**config.mk**
```make
export PLATFORM = sky130hd
export DESIGN_NAME = thread_scheduler_with_semaphores_flat
export DESIGN_NICKNAME = d
export VERILOG_FILES = /design/src/hdl/tss_pkg.sv /design/src/hdl/tss_ifs.sv /design/src/hdl/thread_scheduler_with_semaphores.sv /design/src/hdl/tss_ram.sv /design/src/hdl/tss_step_unit.sv /design/src/hdl/tss_core.sv /design/src/flat_wrapper.sv
export SDC_FILE = /design/constraint.sdc
export NUM_CORES = 1
export LEC_CHECK = 0
export ABC_AREA = 0
export BUFFER_PORTS_ARGS = -buffer_cell sky130_fd_sc_hd__clkbuf_2
export CAP_MARGIN = 20
export CORE_ASPECT_RATIO = 0.8
export CORE_UTILIZATION = 62
export DETAILED_ROUTE_END_ITERATION = 10
export PLACE_DENSITY = 0.8
export SETUP_SLACK_MARGIN = 0.4
export SLEW_MARGIN = 20
export SYNTH_ARGS = -nofsm -noshare
export SYNTH_HDL_FRONTEND = slang
export SYNTH_HIERARCHICAL = 1
export SYNTH_SLANG_ARGS = --single-unit
export TNS_END_PERCENT = 5
```
**constraint.sdc**
```tcl
create_clock -name clock -period 8.9 [get_ports clock]
set_clock_uncertainty 0.1 [all_clocks]
set_input_delay 1.78 -clock clock [delete_from_list [all_inputs] [get_ports clock]]
set_output_delay 1.78 -clock clock [all_outputs]
set_load 0.02 [all_outputs]
```
**src/hdl/tss_pkg.sv**
```systemverilog
// Shared types, codes and defaults of the thread scheduler.
package tss_pkg;

   // Default sizes
   localparam int TSS_NUM_THREADS    = 6;
   localparam int TSS_NUM_SEMAPHORES = 8;

   // Field widths
   localparam int CMD_W    = 3;
   localparam int SID_W    = 3;
   localparam int SLEEP_W  = 32;
   localparam int SEM_W    = 16;
   localparam int THREAD_W = 3;
   localparam int FIRE_W   = 2;
   localparam int CSR_AW   = 8;
   localparam int CSR_DW   = 32;
   localparam int TIMER_W  = 32;

   // Command codes
   localparam logic [CMD_W-1:0] CMD_TICK   = 3'd0;
   localparam logic [CMD_W-1:0] CMD_SWITCH = 3'd1;
   localparam logic [CMD_W-1:0] CMD_SLEEP  = 3'd2;
   localparam logic [CMD_W-1:0] CMD_WAIT   = 3'd3;
   localparam logic [CMD_W-1:0] CMD_SIGNAL = 3'd4;
   localparam logic [CMD_W-1:0] CMD_INIT   = 3'd5;

   // Register indexes
   localparam logic [CSR_AW-1:0] CSR_EV0_ENABLE = 8'd0;
   localparam logic [CSR_AW-1:0] CSR_EV0_PERIOD = 8'd1;
   localparam logic [CSR_AW-1:0] CSR_EV1_ENABLE = 8'd2;
   localparam logic [CSR_AW-1:0] CSR_EV1_PERIOD = 8'd3;

   // Semaphore saturation limits
   localparam logic signed [SEM_W-1:0] SEM_MAX = 16'sh7FFF;
   localparam logic signed [SEM_W-1:0] SEM_MIN = 16'sh8000;

   typedef struct packed {
      logic [CMD_W-1:0]        cmd;
      logic [SID_W-1:0]        sema_id;
      logic [SLEEP_W-1:0]      sleep_ms;
      logic signed [SEM_W-1:0] init_value;
   } tss_req_type;

   typedef struct packed {
      logic [THREAD_W-1:0]     current_thread;
      logic [FIRE_W-1:0]       event_fire;
      logic signed [SEM_W-1:0] sema_value;
      logic                    woke;
      logic [THREAD_W-1:0]     woken_thread;
      logic                    no_ready_thread;
   } tss_res_type;

   typedef struct packed {
      logic [1:0]              ev_enable;
      logic [1:0][TIMER_W-1:0] ev_period;
   } tss_cfg_type;

   // Results of the shared step unit
   typedef struct packed {
      logic                    sleep_zero;
      logic [SLEEP_W-1:0]      sleep_dec;
      logic                    tmr_fire;
      logic [TIMER_W-1:0]      tmr_next;
      logic signed [SEM_W-1:0] sem_next;
   } tss_step_type;

endpackage

```
**src/hdl/tss_ifs.sv**
```systemverilog
// Handshake channel interfaces of the thread scheduler.
interface tss_req_if;
   import tss_pkg::*;
   logic                    valid;
   logic                    ready;
   logic [CMD_W-1:0]        cmd;
   logic [SID_W-1:0]        sema_id;
   logic [SLEEP_W-1:0]      sleep_ms;
   logic signed [SEM_W-1:0] init_value;
   modport source (output valid, cmd, sema_id, sleep_ms, init_value, input ready);
   modport sink (input valid, cmd, sema_id, sleep_ms, init_value, output ready);
endinterface

interface tss_rsp_if;
   import tss_pkg::*;
   logic                    valid;
   logic                    ready;
   logic [THREAD_W-1:0]     current_thread;
   logic [FIRE_W-1:0]       event_fire;
   logic signed [SEM_W-1:0] sema_value;
   logic                    woke;
   logic [THREAD_W-1:0]     woken_thread;
   logic                    no_ready_thread;
   modport source (output valid, current_thread, event_fire, sema_value, woke,
                   woken_thread, no_ready_thread, input ready);
   modport sink (input valid, current_thread, event_fire, sema_value, woke,
                 woken_thread, no_ready_thread, output ready);
endinterface

interface tss_csr_if;
   import tss_pkg::*;
   logic              valid;
   logic              ready;
   logic [CSR_AW-1:0] index;
   logic [CSR_DW-1:0] data;
   modport source (output valid, index, data, input ready);
   modport sink (input valid, index, data, output ready);
endinterface

```
**src/hdl/thread_scheduler_with_semaphores.sv**
```systemverilog
// Top level of the round-robin thread scheduler with counting semaphores.
//
//  channel  dir  handshake          payload
//  req      in   valid / ready      cmd, sema_id, sleep_ms, init_value
//  rsp      out  valid / ready      current_thread, event_fire, sema_value,
//                                   woke, woken_thread, no_ready_thread
//  csr      in   valid / ready (1)  index, data
//
// One item at a time; the sequencer walks one thread entry per cycle through
// the shared step unit. Tick walks every entry, switch and sleep search the
// ring for a ready thread, wait and signal first update the semaphore value
// from the bank's registered read port and may then search or wake, and init
// and unused codes go straight to the result, which enters the output register.
// Reset is synchronous and clears all threads, timers and semaphores at once.
// The output register lets the next item in while a result waits on rsp.
module thread_scheduler_with_semaphores #(
   parameter int NUM_THREADS    = tss_pkg::TSS_NUM_THREADS,
   parameter int NUM_SEMAPHORES = tss_pkg::TSS_NUM_SEMAPHORES
) (
   input logic        clock,
   input logic        reset,
   tss_req_if.sink    req,
   tss_rsp_if.source  rsp,
   tss_csr_if.sink    csr
);
   import tss_pkg::*;

   tss_cfg_type cfg_ff;
   tss_req_type core_req;
   tss_res_type core_res;
   tss_res_type rsp_data_ff;
   logic        rsp_valid_ff;
   logic        core_out_valid;
   logic        core_out_ready;
   logic        core_in_ready;

   // Write configuration registers; the port never stalls
   assign csr.ready = 1'b1;
   always_ff @(posedge clock) begin
      if (reset) begin
         cfg_ff <= '0;
      end else if (csr.valid) begin
         case (csr.index)
            CSR_EV0_ENABLE: cfg_ff.ev_enable[0] <= csr.data[0];
            CSR_EV0_PERIOD: cfg_ff.ev_period[0] <= TIMER_W'(csr.data);
            CSR_EV1_ENABLE: cfg_ff.ev_enable[1] <= csr.data[0];
            CSR_EV1_PERIOD: cfg_ff.ev_period[1] <= TIMER_W'(csr.data);
            default: begin
            end
         endcase
      end
   end

   // Gather the request item
   assign core_req.cmd        = req.cmd;
   assign core_req.sema_id    = req.sema_id;
   assign core_req.sleep_ms   = req.sleep_ms;
   assign core_req.init_value = req.init_value;
   assign req.ready           = core_in_ready;

   tss_core #(
      .NUM_THREADS    (NUM_THREADS),
      .NUM_SEMAPHORES (NUM_SEMAPHORES)
   ) u_core (
      .clock     (clock),
      .reset     (reset),
      .cfg       (cfg_ff),
      .in_valid  (req.valid),
      .in_ready  (core_in_ready),
      .in_data   (core_req),
      .out_valid (core_out_valid),
      .out_ready (core_out_ready),
      .out_data  (core_res)
   );

   // Hold the result item until rsp takes it
   assign core_out_ready = !rsp_valid_ff || rsp.ready;
   always_ff @(posedge clock) begin
      if (reset) begin
         rsp_valid_ff <= 1'b0;
      end else if (core_out_ready) begin
         rsp_valid_ff <= core_out_valid;
      end
   end
   always_ff @(posedge clock) begin
      if (core_out_ready && core_out_valid) begin
         rsp_data_ff <= core_res;
      end
   end

   assign rsp.valid           = rsp_valid_ff;
   assign rsp.current_thread  = rsp_data_ff.current_thread;
   assign rsp.event_fire      = rsp_data_ff.event_fire;
   assign rsp.sema_value      = rsp_data_ff.sema_value;
   assign rsp.woke            = rsp_data_ff.woke;
   assign rsp.woken_thread    = rsp_data_ff.woken_thread;
   assign rsp.no_ready_thread = rsp_data_ff.no_ready_thread;
endmodule

```
**src/hdl/tss_ram.sv**
```systemverilog
// Generic single-write, single-read RAM with registered read data.
module tss_ram #(
   parameter int WIDTH = 16,
   parameter int DEPTH = 8
) (
   input  logic                                  clock,
   input  logic                                  wr_en,
   input  logic [((DEPTH > 1) ? $clog2(DEPTH) : 1)-1:0] wr_addr,
   input  logic [WIDTH-1:0]                      wr_data,
   input  logic                                  rd_en,
   input  logic [((DEPTH > 1) ? $clog2(DEPTH) : 1)-1:0] rd_addr,
   output logic [WIDTH-1:0]                      rd_data
);
   logic [WIDTH-1:0] mem_ff [DEPTH];
   logic [WIDTH-1:0] rd_data_ff;

   // Write and read ports
   always_ff @(posedge clock) begin
      if (wr_en) begin
         mem_ff[wr_addr] <= wr_data;
      end
      if (rd_en) begin
         rd_data_ff <= mem_ff[rd_addr];
      end
   end

   assign rd_data = rd_data_ff;
endmodule

```
**src/hdl/tss_step_unit.sv**
```systemverilog
// Shared arithmetic unit: sleep countdown, event timer and semaphore update.
module tss_step_unit (
   input  logic [tss_pkg::SLEEP_W-1:0]      sleep_val,
   input  logic [tss_pkg::TIMER_W-1:0]      tmr_val,
   input  logic [tss_pkg::TIMER_W-1:0]      tmr_period,
   input  logic signed [tss_pkg::SEM_W-1:0] sem_val,
   input  logic                             sem_up,
   output tss_pkg::tss_step_type            step
);
   import tss_pkg::*;

   logic [TIMER_W-1:0] tmr_inc;

   // Count down one sleep entry
   assign step.sleep_zero = (sleep_val == '0);
   assign step.sleep_dec  = sleep_val - 1'b1;

   // Advance an event timer, fire and clear at the period
   assign tmr_inc        = tmr_val + 1'b1;
   assign step.tmr_fire  = (tmr_inc >= tmr_period);
   assign step.tmr_next  = step.tmr_fire ? '0 : tmr_inc;

   // Saturating semaphore increment or decrement
   assign step.sem_next = sem_up ?
      ((sem_val != SEM_MAX) ? sem_val + 16'sd1 : sem_val) :
      ((sem_val != SEM_MIN) ? sem_val - 16'sd1 : sem_val);
endmodule

```
**src/hdl/tss_core.sv**
```systemverilog
// Scheduler sequencer: thread table walk, event timers and semaphore bank.
module tss_core #(
   parameter int NUM_THREADS    = tss_pkg::TSS_NUM_THREADS,
   parameter int NUM_SEMAPHORES = tss_pkg::TSS_NUM_SEMAPHORES
) (
   input  logic                 clock,
   input  logic                 reset,
   input  tss_pkg::tss_cfg_type cfg,
   input  logic                 in_valid,
   output logic                 in_ready,
   input  tss_pkg::tss_req_type in_data,
   output logic                 out_valid,
   input  logic                 out_ready,
   output tss_pkg::tss_res_type out_data
);
   import tss_pkg::*;

   localparam int TW     = $clog2(NUM_THREADS);
   localparam int SEM_AW = (NUM_SEMAPHORES > 1) ? $clog2(NUM_SEMAPHORES) : 1;

   typedef enum logic [5:0] {
      S_IDLE   = 6'b000001,
      S_TICK   = 6'b000010,
      S_SEMRD  = 6'b000100,
      S_SEARCH = 6'b001000,
      S_WAKE   = 6'b010000,
      S_DONE   = 6'b100000
   } state_type;

   state_type                state_ff;
   logic [CMD_W-1:0]         cmd_ff;
   logic [SID_W-1:0]         sid_ff;
   logic [TW-1:0]            pos_ff;
   logic [TW-1:0]            cnt_ff;
   logic [TW-1:0]            run_ff;
   logic [SLEEP_W-1:0]       sleep_ff [NUM_THREADS];
   logic [NUM_THREADS-1:0]   blk_ff;
   logic [SID_W-1:0]         bsem_ff [NUM_THREADS];
   logic [1:0][TIMER_W-1:0]  timer_ff;
   logic [NUM_SEMAPHORES-1:0] sem_vld_ff;
   logic                     sem_rd_vld_ff;
   tss_res_type              res_ff;

   logic                     accept;
   logic                     sid_ok;
   logic [SEM_AW-1:0]        in_sem_idx;
   logic [SEM_AW-1:0]        cur_sem_idx;
   logic                     cnt_last;
   logic                     ev_slot;
   logic [TW-1:0]            run_next;
   logic [TW-1:0]            pos_next;
   logic signed [SEM_W-1:0]  sem_old;
   logic [SEM_W-1:0]         ram_rd_data;
   logic                     ram_wr_en;
   logic [SEM_AW-1:0]        ram_wr_addr;
   logic [SEM_W-1:0]         ram_wr_data;
   tss_step_type             step;

   function automatic logic [TW-1:0] ring_next(input logic [TW-1:0] p);
      ring_next = (p == TW'(NUM_THREADS - 1)) ? '0 : p + 1'b1;
   endfunction

   // Decode the handshake and walk position
   assign in_ready    = (state_ff == S_IDLE);
   assign accept      = in_valid && in_ready;
   assign sid_ok      = (32'(in_data.sema_id) < 32'(NUM_SEMAPHORES));
   assign in_sem_idx  = SEM_AW'(in_data.sema_id);
   assign cur_sem_idx = SEM_AW'(sid_ff);
   assign cnt_last    = (cnt_ff == TW'(NUM_THREADS - 1));
   assign ev_slot     = (pos_ff == TW'(0)) || (pos_ff == TW'(1));
   assign run_next    = ring_next(run_ff);
   assign pos_next    = ring_next(pos_ff);
   assign sem_old     = sem_rd_vld_ff ? $signed(ram_rd_data) : '0;

   // Shared unit sees the walked entry
   tss_step_unit u_step (
      .sleep_val  (sleep_ff[pos_ff]),
      .tmr_val    (timer_ff[pos_ff[0]]),
      .tmr_period (cfg.ev_period[pos_ff[0]]),
      .sem_val    (sem_old),
      .sem_up     (cmd_ff == CMD_SIGNAL),
      .step       (step)
   );

   // Semaphore bank write port
   always_comb begin
      ram_wr_en   = 1'b0;
      ram_wr_addr = cur_sem_idx;
      ram_wr_data = $unsigned(step.sem_next);
      if (accept && (in_data.cmd == CMD_INIT) && sid_ok) begin
         ram_wr_en   = 1'b1;
         ram_wr_addr = in_sem_idx;
         ram_wr_data = $unsigned(in_data.init_value);
      end else if (state_ff == S_SEMRD) begin
         ram_wr_en   = 1'b1;
      end
   end

   tss_ram #(
      .WIDTH (SEM_W),
      .DEPTH (NUM_SEMAPHORES)
   ) u_sem_ram (
      .clock   (clock),
      .wr_en   (ram_wr_en),
      .wr_addr (ram_wr_addr),
      .wr_data (ram_wr_data),
      .rd_en   (accept),
      .rd_addr (in_sem_idx),
      .rd_data (ram_rd_data)
   );

   // Sequence one command over the thread ring
   always_ff @(posedge clock) begin
      if (reset) begin
         state_ff   <= S_IDLE;
         run_ff     <= '0;
         blk_ff     <= '0;
         timer_ff   <= '0;
         sem_vld_ff <= '0;
         res_ff     <= '0;
         for (int i = 0; i < NUM_THREADS; i++) begin
            sleep_ff[i] <= '0;
         end
      end else begin
         case (state_ff)
            S_IDLE: begin
               if (accept) begin
                  cmd_ff        <= in_data.cmd;
                  sid_ff        <= in_data.sema_id;
                  cnt_ff        <= '0;
                  pos_ff        <= (in_data.cmd == CMD_TICK) ? '0 : run_next;
                  sem_rd_vld_ff <= sem_vld_ff[in_sem_idx];
                  case (in_data.cmd)
                     CMD_TICK: begin
                        state_ff <= S_TICK;
                     end
                     CMD_SWITCH: begin
                        state_ff <= S_SEARCH;
                     end
                     CMD_SLEEP: begin
                        sleep_ff[run_ff] <= in_data.sleep_ms;
                        state_ff         <= S_SEARCH;
                     end
                     CMD_WAIT, CMD_SIGNAL: begin
                        state_ff <= sid_ok ? S_SEMRD : S_DONE;
                     end
                     CMD_INIT: begin
                        if (sid_ok) begin
                           sem_vld_ff[in_sem_idx] <= 1'b1;
                           res_ff.sema_value      <= in_data.init_value;
                        end
                        state_ff <= S_DONE;
                     end
                     default: begin
                        state_ff <= S_DONE;
                     end
                  endcase
               end
            end
            S_TICK: begin
               // Count down this entry; the first two slots also run the timers
               if (!step.sleep_zero) begin
                  sleep_ff[pos_ff] <= step.sleep_dec;
               end
               if (ev_slot && cfg.ev_enable[pos_ff[0]]) begin
                  timer_ff[pos_ff[0]] <= step.tmr_next;
                  if (step.tmr_fire) begin
                     res_ff.event_fire[pos_ff[0]] <= 1'b1;
                  end
               end
               pos_ff <= pos_next;
               if (pos_ff == TW'(NUM_THREADS - 1)) begin
                  state_ff <= S_DONE;
               end
            end
            S_SEMRD: begin
               sem_vld_ff[cur_sem_idx] <= 1'b1;
               res_ff.sema_value       <= step.sem_next;
               if (cmd_ff == CMD_WAIT) begin
                  if (step.sem_next < 0) begin
                     blk_ff[run_ff]  <= 1'b1;
                     bsem_ff[run_ff] <= sid_ff;
                     state_ff        <= S_SEARCH;
                  end else begin
                     state_ff <= S_DONE;
                  end
               end else begin
                  state_ff <= (step.sem_next <= 0) ? S_WAKE : S_DONE;
               end
            end
            S_SEARCH: begin
               // Take the first thread neither asleep nor blocked
               if (step.sleep_zero && !blk_ff[pos_ff]) begin
                  run_ff   <= pos_ff;
                  state_ff <= S_DONE;
               end else if (cnt_last) begin
                  res_ff.no_ready_thread <= 1'b1;
                  state_ff               <= S_DONE;
               end else begin
                  pos_ff <= pos_next;
                  cnt_ff <= cnt_ff + 1'b1;
               end
            end
            S_WAKE: begin
               // Release the first waiter on this semaphore
               if (blk_ff[pos_ff] && (bsem_ff[pos_ff] == sid_ff)) begin
                  blk_ff[pos_ff]      <= 1'b0;
                  res_ff.woke         <= 1'b1;
                  res_ff.woken_thread <= THREAD_W'(pos_ff);
                  state_ff            <= S_DONE;
               end else if (cnt_last) begin
                  state_ff <= S_DONE;
               end else begin
                  pos_ff <= pos_next;
                  cnt_ff <= cnt_ff + 1'b1;
               end
            end
            S_DONE: begin
               // Hand off the result and clear it for the next item
               if (out_ready) begin
                  res_ff   <= '0;
                  state_ff <= S_IDLE;
               end
            end
            default: begin
               state_ff <= S_IDLE;
            end
         endcase
      end
   end

   // Present the finished item
   always_comb begin
      out_data                = res_ff;
      out_data.current_thread = THREAD_W'(run_ff);
   end
   assign out_valid = (state_ff == S_DONE);
endmodule

```
**src/flat_wrapper.sv**
```systemverilog
// flat-port wrapper written by rule: the top's interface ports become plain ports
module thread_scheduler_with_semaphores_flat import tss_pkg::*;
#(
   parameter int NUM_THREADS    = tss_pkg::TSS_NUM_THREADS,
   parameter int NUM_SEMAPHORES = tss_pkg::TSS_NUM_SEMAPHORES
)
  (clock, reset, req_valid, req_cmd, req_sema_id, req_sleep_ms, req_init_value, req_ready, rsp_valid, rsp_current_thread, rsp_event_fire, rsp_sema_value, rsp_woke, rsp_woken_thread, rsp_no_ready_thread, rsp_ready, csr_valid, csr_index, csr_data, csr_ready);
  tss_req_if req_i ();
  tss_rsp_if rsp_i ();
  tss_csr_if csr_i ();
  input logic clock;
  input logic reset;
  input wire logic [$bits(req_i.valid)-1:0] req_valid;
  input wire logic [$bits(req_i.cmd)-1:0] req_cmd;
  input wire logic [$bits(req_i.sema_id)-1:0] req_sema_id;
  input wire logic [$bits(req_i.sleep_ms)-1:0] req_sleep_ms;
  input wire logic [$bits(req_i.init_value)-1:0] req_init_value;
  output wire logic [$bits(req_i.ready)-1:0] req_ready;
  output wire logic [$bits(rsp_i.valid)-1:0] rsp_valid;
  output wire logic [$bits(rsp_i.current_thread)-1:0] rsp_current_thread;
  output wire logic [$bits(rsp_i.event_fire)-1:0] rsp_event_fire;
  output wire logic [$bits(rsp_i.sema_value)-1:0] rsp_sema_value;
  output wire logic [$bits(rsp_i.woke)-1:0] rsp_woke;
  output wire logic [$bits(rsp_i.woken_thread)-1:0] rsp_woken_thread;
  output wire logic [$bits(rsp_i.no_ready_thread)-1:0] rsp_no_ready_thread;
  input wire logic [$bits(rsp_i.ready)-1:0] rsp_ready;
  input wire logic [$bits(csr_i.valid)-1:0] csr_valid;
  input wire logic [$bits(csr_i.index)-1:0] csr_index;
  input wire logic [$bits(csr_i.data)-1:0] csr_data;
  output wire logic [$bits(csr_i.ready)-1:0] csr_ready;
  assign req_i.valid = req_valid;
  assign req_i.cmd = req_cmd;
  assign req_i.sema_id = req_sema_id;
  assign req_i.sleep_ms = req_sleep_ms;
  assign req_i.init_value = req_init_value;
  assign req_ready = req_i.ready;
  assign rsp_valid = rsp_i.valid;
  assign rsp_current_thread = rsp_i.current_thread;
  assign rsp_event_fire = rsp_i.event_fire;
  assign rsp_sema_value = rsp_i.sema_value;
  assign rsp_woke = rsp_i.woke;
  assign rsp_woken_thread = rsp_i.woken_thread;
  assign rsp_no_ready_thread = rsp_i.no_ready_thread;
  assign rsp_i.ready = rsp_ready;
  assign csr_i.valid = csr_valid;
  assign csr_i.index = csr_index;
  assign csr_i.data = csr_data;
  assign csr_ready = csr_i.ready;
  thread_scheduler_with_semaphores #(.NUM_THREADS(NUM_THREADS), .NUM_SEMAPHORES(NUM_SEMAPHORES)) u_core (.clock(clock), .reset(reset), .req(req_i), .rsp(rsp_i), .csr(csr_i));
endmodule
```
==> flow_summary_export.csv <==
group,metric,value,unit
logic_synthesis,synth.yosys.seq_area_share,57.1,%
setup_path,worstReg2RegEnd,"u_core/u_core/sleep_ff[0][26]$_SDFFCE_PN0P_",
clock_network,insertion_delay,640,ps
sta,fmax,153,MHz
hold_path,hold_class,"flop to flop",
setup_path,cp_max_fo,33,
hold_path,hp-start,"u_core/u_core/out_data[21]$_SDFFE_PP0P_",
logic_synthesis,synth.cell_area,0.0303,mm2
routing,post_drt_via_cell_ratio,6.31,
logic_synthesis,yosysMostFrequentCell,"edfxtp_1",
layout,stdcell_area,0.0335,mm2
clock_network,root_buffer,"clkbuf_16",
logic_synthesis,yosysTopAreaCellShare,45.2,%
setup_path,crit_type,"flop to flop",
sta,drv_slew,0,
global_routing,grt_pass1_wl,110,mm
layout,area_delta_synth_final,10.5,%
sta,final-hold-violation-count,0,
logic_synthesis,synth-edff-count,457,
setup_path,cp.required,9130,ps
clock_network,cts_setup_buffers,0,
logic_synthesis,yosys_most_used_dff,"edfxtp_1",
hold_path,min_to,"u_core/rsp.event_fire[0]$_DFFE_PP_",
floorplan,die_area,0.0498,mm2
hold_path,holdPathStages,0,
logic_synthesis,ys_seq_elements,637,
outcome,outcome,"completed",
setup_path,cp.buffers_inverters,2,
power,power_density,202,mW/mm2
global_routing,grt_max_degree,89,
place,place_congestion,0.899,
clock_network,ctsResizeCount,0,
sta,slew_headroom,26.2,%
setup_path,crit_path_max_incr_delay,880,ps
floorplan,row_count,72,
floorplan,die_h,200,um
logic_synthesis,synthTopCellsByArea,"edfxtp_1, dfxtp_1, mux4_2, mux2_2, nor2_1",
sta,setup_viol,0,
flow_run,drv_cap,0,
floorplan,io_pins,128,
clock_network,clock-sinks,637,
setup_path,crit_family,"simple AND/OR/NAND/NOR gates",
logic_synthesis,synth_area_per_cell,12.7,um2
layout,final_nets,2605,
logic_synthesis,ys_top_cells_by_count,"edfxtp_1, nor2_1, nand2_1",
routing,drcViolationCount,0,
setup_path,start_kind,"flop",
power,total_leakage_power,0.0124,uW
global_routing,grt_pass1_vias,19900,
setup_path,rr_worst_depth,13,
clock_network,cts_buffer_depth,3,
sta,tightest_slew,1110,ps
logic_synthesis,synth_top_cell_by_area,"edfxtp_1",
logic_synthesis,synthCells,2379,
floorplan,design.core.area,0.0483,mm2
setup_path,worstSetupEndpointType,"flop",
clock_network,clk_pin_slew,70,ps
sta,fin_crit,6520,ps
setup_path,rrSetupSlack,2380,ps
layout,drive_gt1_share,21.1,%
setup_path,arrival,6750,ps
place,post_dp_cell_area,0.0314,mm2
global_routing,antenna_found_initial,3,
global_routing,grtUsageTotal,28.5,%
floorplan,dieWidth,249,um
clock_network,numCtsBuffers,60,
routing,dr_total_vias,19900,
setup_path,path_cells,"buf_4 > mux4_2 > mux2_2 > or4_4 > nor4_4 > nand3b_1 > nor4_1 > nor4_4 > a21oi_1 > o32ai_1 > a21oi_4 > nand2_1 > buf_4",
clock_network,cts_hold_repair.buffers,0,
sta,rsz0062_at_grt,"false",
logic_synthesis,synth_warnings,6,
routing,first_pass_iters,6,
place,place_hpwl,44.6,mm
logic_synthesis,ys_async_sr_fraction,0,%
clock_network,cts.htree.levels,2,
routing,detail_route.wirelength,71.0,mm
logic_synthesis,synth_cell_type_count,85,
logic_synthesis,synth_nets,2517,
sta,fin_setup_tns,0,ps
routing,drt_iter0_markers,2167,
global_routing,grt.overflow.total,0,
clock_network,cts_tree,"done",
place,io_buffer_count,126,
power,ir_drop,0.183,mV
routing,ant_nets,0,
setup_path,slowest_stage,"nor4_1",
floorplan,start_util,62.8,%
routing,wire_per_inst,22.5,um
sta,fin_crit_sh,73.3,%
==> registers in the layout, indices dropped and copies added, names as in the netlist, 2 cells and up, named ones only <==
| signal | flops |
|---|---|
| u_core/u_core/run_ff | 3 |
| u_core/u_core/cnt_ff | 3 |
| u_core/u_core/pos_ff | 3 |
| u_core/u_core/sem_vld_ff | 8 |
| u_core/u_core/bsem_ff | 18 |
| u_core/u_core/sleep_ff | 256 |
| u_core/cfg_ff | 66 |
| u_core/u_core/blk_ff | 6 |
| u_core/u_core/cmd_ff | 3 |
| u_core/u_core/out_data | 23 |
| u_core/rsp.sema_value | 16 |
| u_core/rsp.woken_thread | 3 |
| u_core/u_core/u_sem_ram/rd_data | 16 |
| u_core/u_core/cur_sem_idx | 3 |
| u_core/rsp.current_thread | 3 |
| u_core/rsp.event_fire | 2 |
| u_core/u_core/u_sem_ram/mem_ff | 128 |
| u_core/u_core/timer_ff | 64 |
| u_core/u_core/state_ff | 6 |
==> power breakdown <==
part           internal [uW]  switching, uW  leakage, uW
Clock                   1550           1130      0.00101
Combinational            295            436      0.00552
Sequential              3290           76.3      0.00591
Total                   5140           1640       0.0124
==> final cells by class <==
cell class / instances / area [um2]
fillers: 3295 / 14800
well taps: 629 / 787
diodes: 2 / 5.00
clock buffers: 75 / 1640
flip-flops and latches: 637 / 17300
repair buffers: 167 / 990
multi-input cells: 1513 / 12000
inverters: 88 / 335
clock inverters: 39 / 430
==> logic make-up after synthesis <==
kind of cell / count (synthesis) / synth area share [%]
other cells: 1 / 0.0124
compound gates: 258 / 5.71
mux: 319 / 15.5
flops: 637 / 57.1
fa+ha+maj: 39 / 1.61
buf+inv: 229 / 3.58
simple gates: 816 / 14.2
xor+xnor: 80 / 2.31
==> placed cells by master, fill, tap and decap left out, drive strengths merged, types with 28 or more instances in the layout <==
cell	n
inv	90
a21oi	102
clkbuf	200
nor4	28
a22oi	49
xor2	42
buf	42
edfxtp	457
xnor2	38
nand3	37
nor3b	33
mux2	139
nor3	35
ha	39
mux2i	82
nand2b	116
dfxtp	180
nor2	245
nand2	204
mux4	98
==> per-layer routing <==
layer	global-route usage [%]	vias to the layer above	part of all wire, %
li1	-	8949	-
met1	38.8	9881	41
met2	47.7	933	48
met3	4.77	124	8.3
met4	8.30	2	2.3
met5	0	-	0.024
==> worst max-delay path by stage <==
stage | start | depth (start not counted) | end | slack [ps]
2_1_floorplan | flop | 13 | u_core/u_core/sleep_ff[5][0]$_DFFE_PP_ | 1880
3_3_place_gp | flop | 13 | u_core/u_core/sleep_ff[0][16]$_SDFFCE_PN0P_ | 2610
3_5_place_dp | flop | 13 | u_core/u_core/sleep_ff[0][11]$_SDFFCE_PN0P_ | 2440
4_1_cts | flop | 13 | u_core/u_core/sleep_ff[0][23]$_SDFFCE_PN0P_ | 2410
5_1_grt | flop | 13 | u_core/u_core/sleep_ff[0][18]$_SDFFCE_PN0P_ | 2070
6_report | flop | 13 | u_core/u_core/sleep_ff[0][26]$_SDFFCE_PN0P_ | 2380
==> through the flow <==
step | setup WS (ps) | util (%) | hold WS (ps) | power (uW) | cells
floorplan | 1880 | - | 306 | 3940 | 2379
global placement | 2610 | 65.0 | 312 | 4120 | 3031
detailed placement | 2440 | 65.0 | 320 | 4140 | 3031
CTS | 2410 | 69.3 | 333 | 6810 | 3145
global route | 2070 | 69.4 | 348 | 6980 | 3149
finish | 2380 | 69.4 | 335 | 6780 | 3150
(Power assumes the default switching activity.)
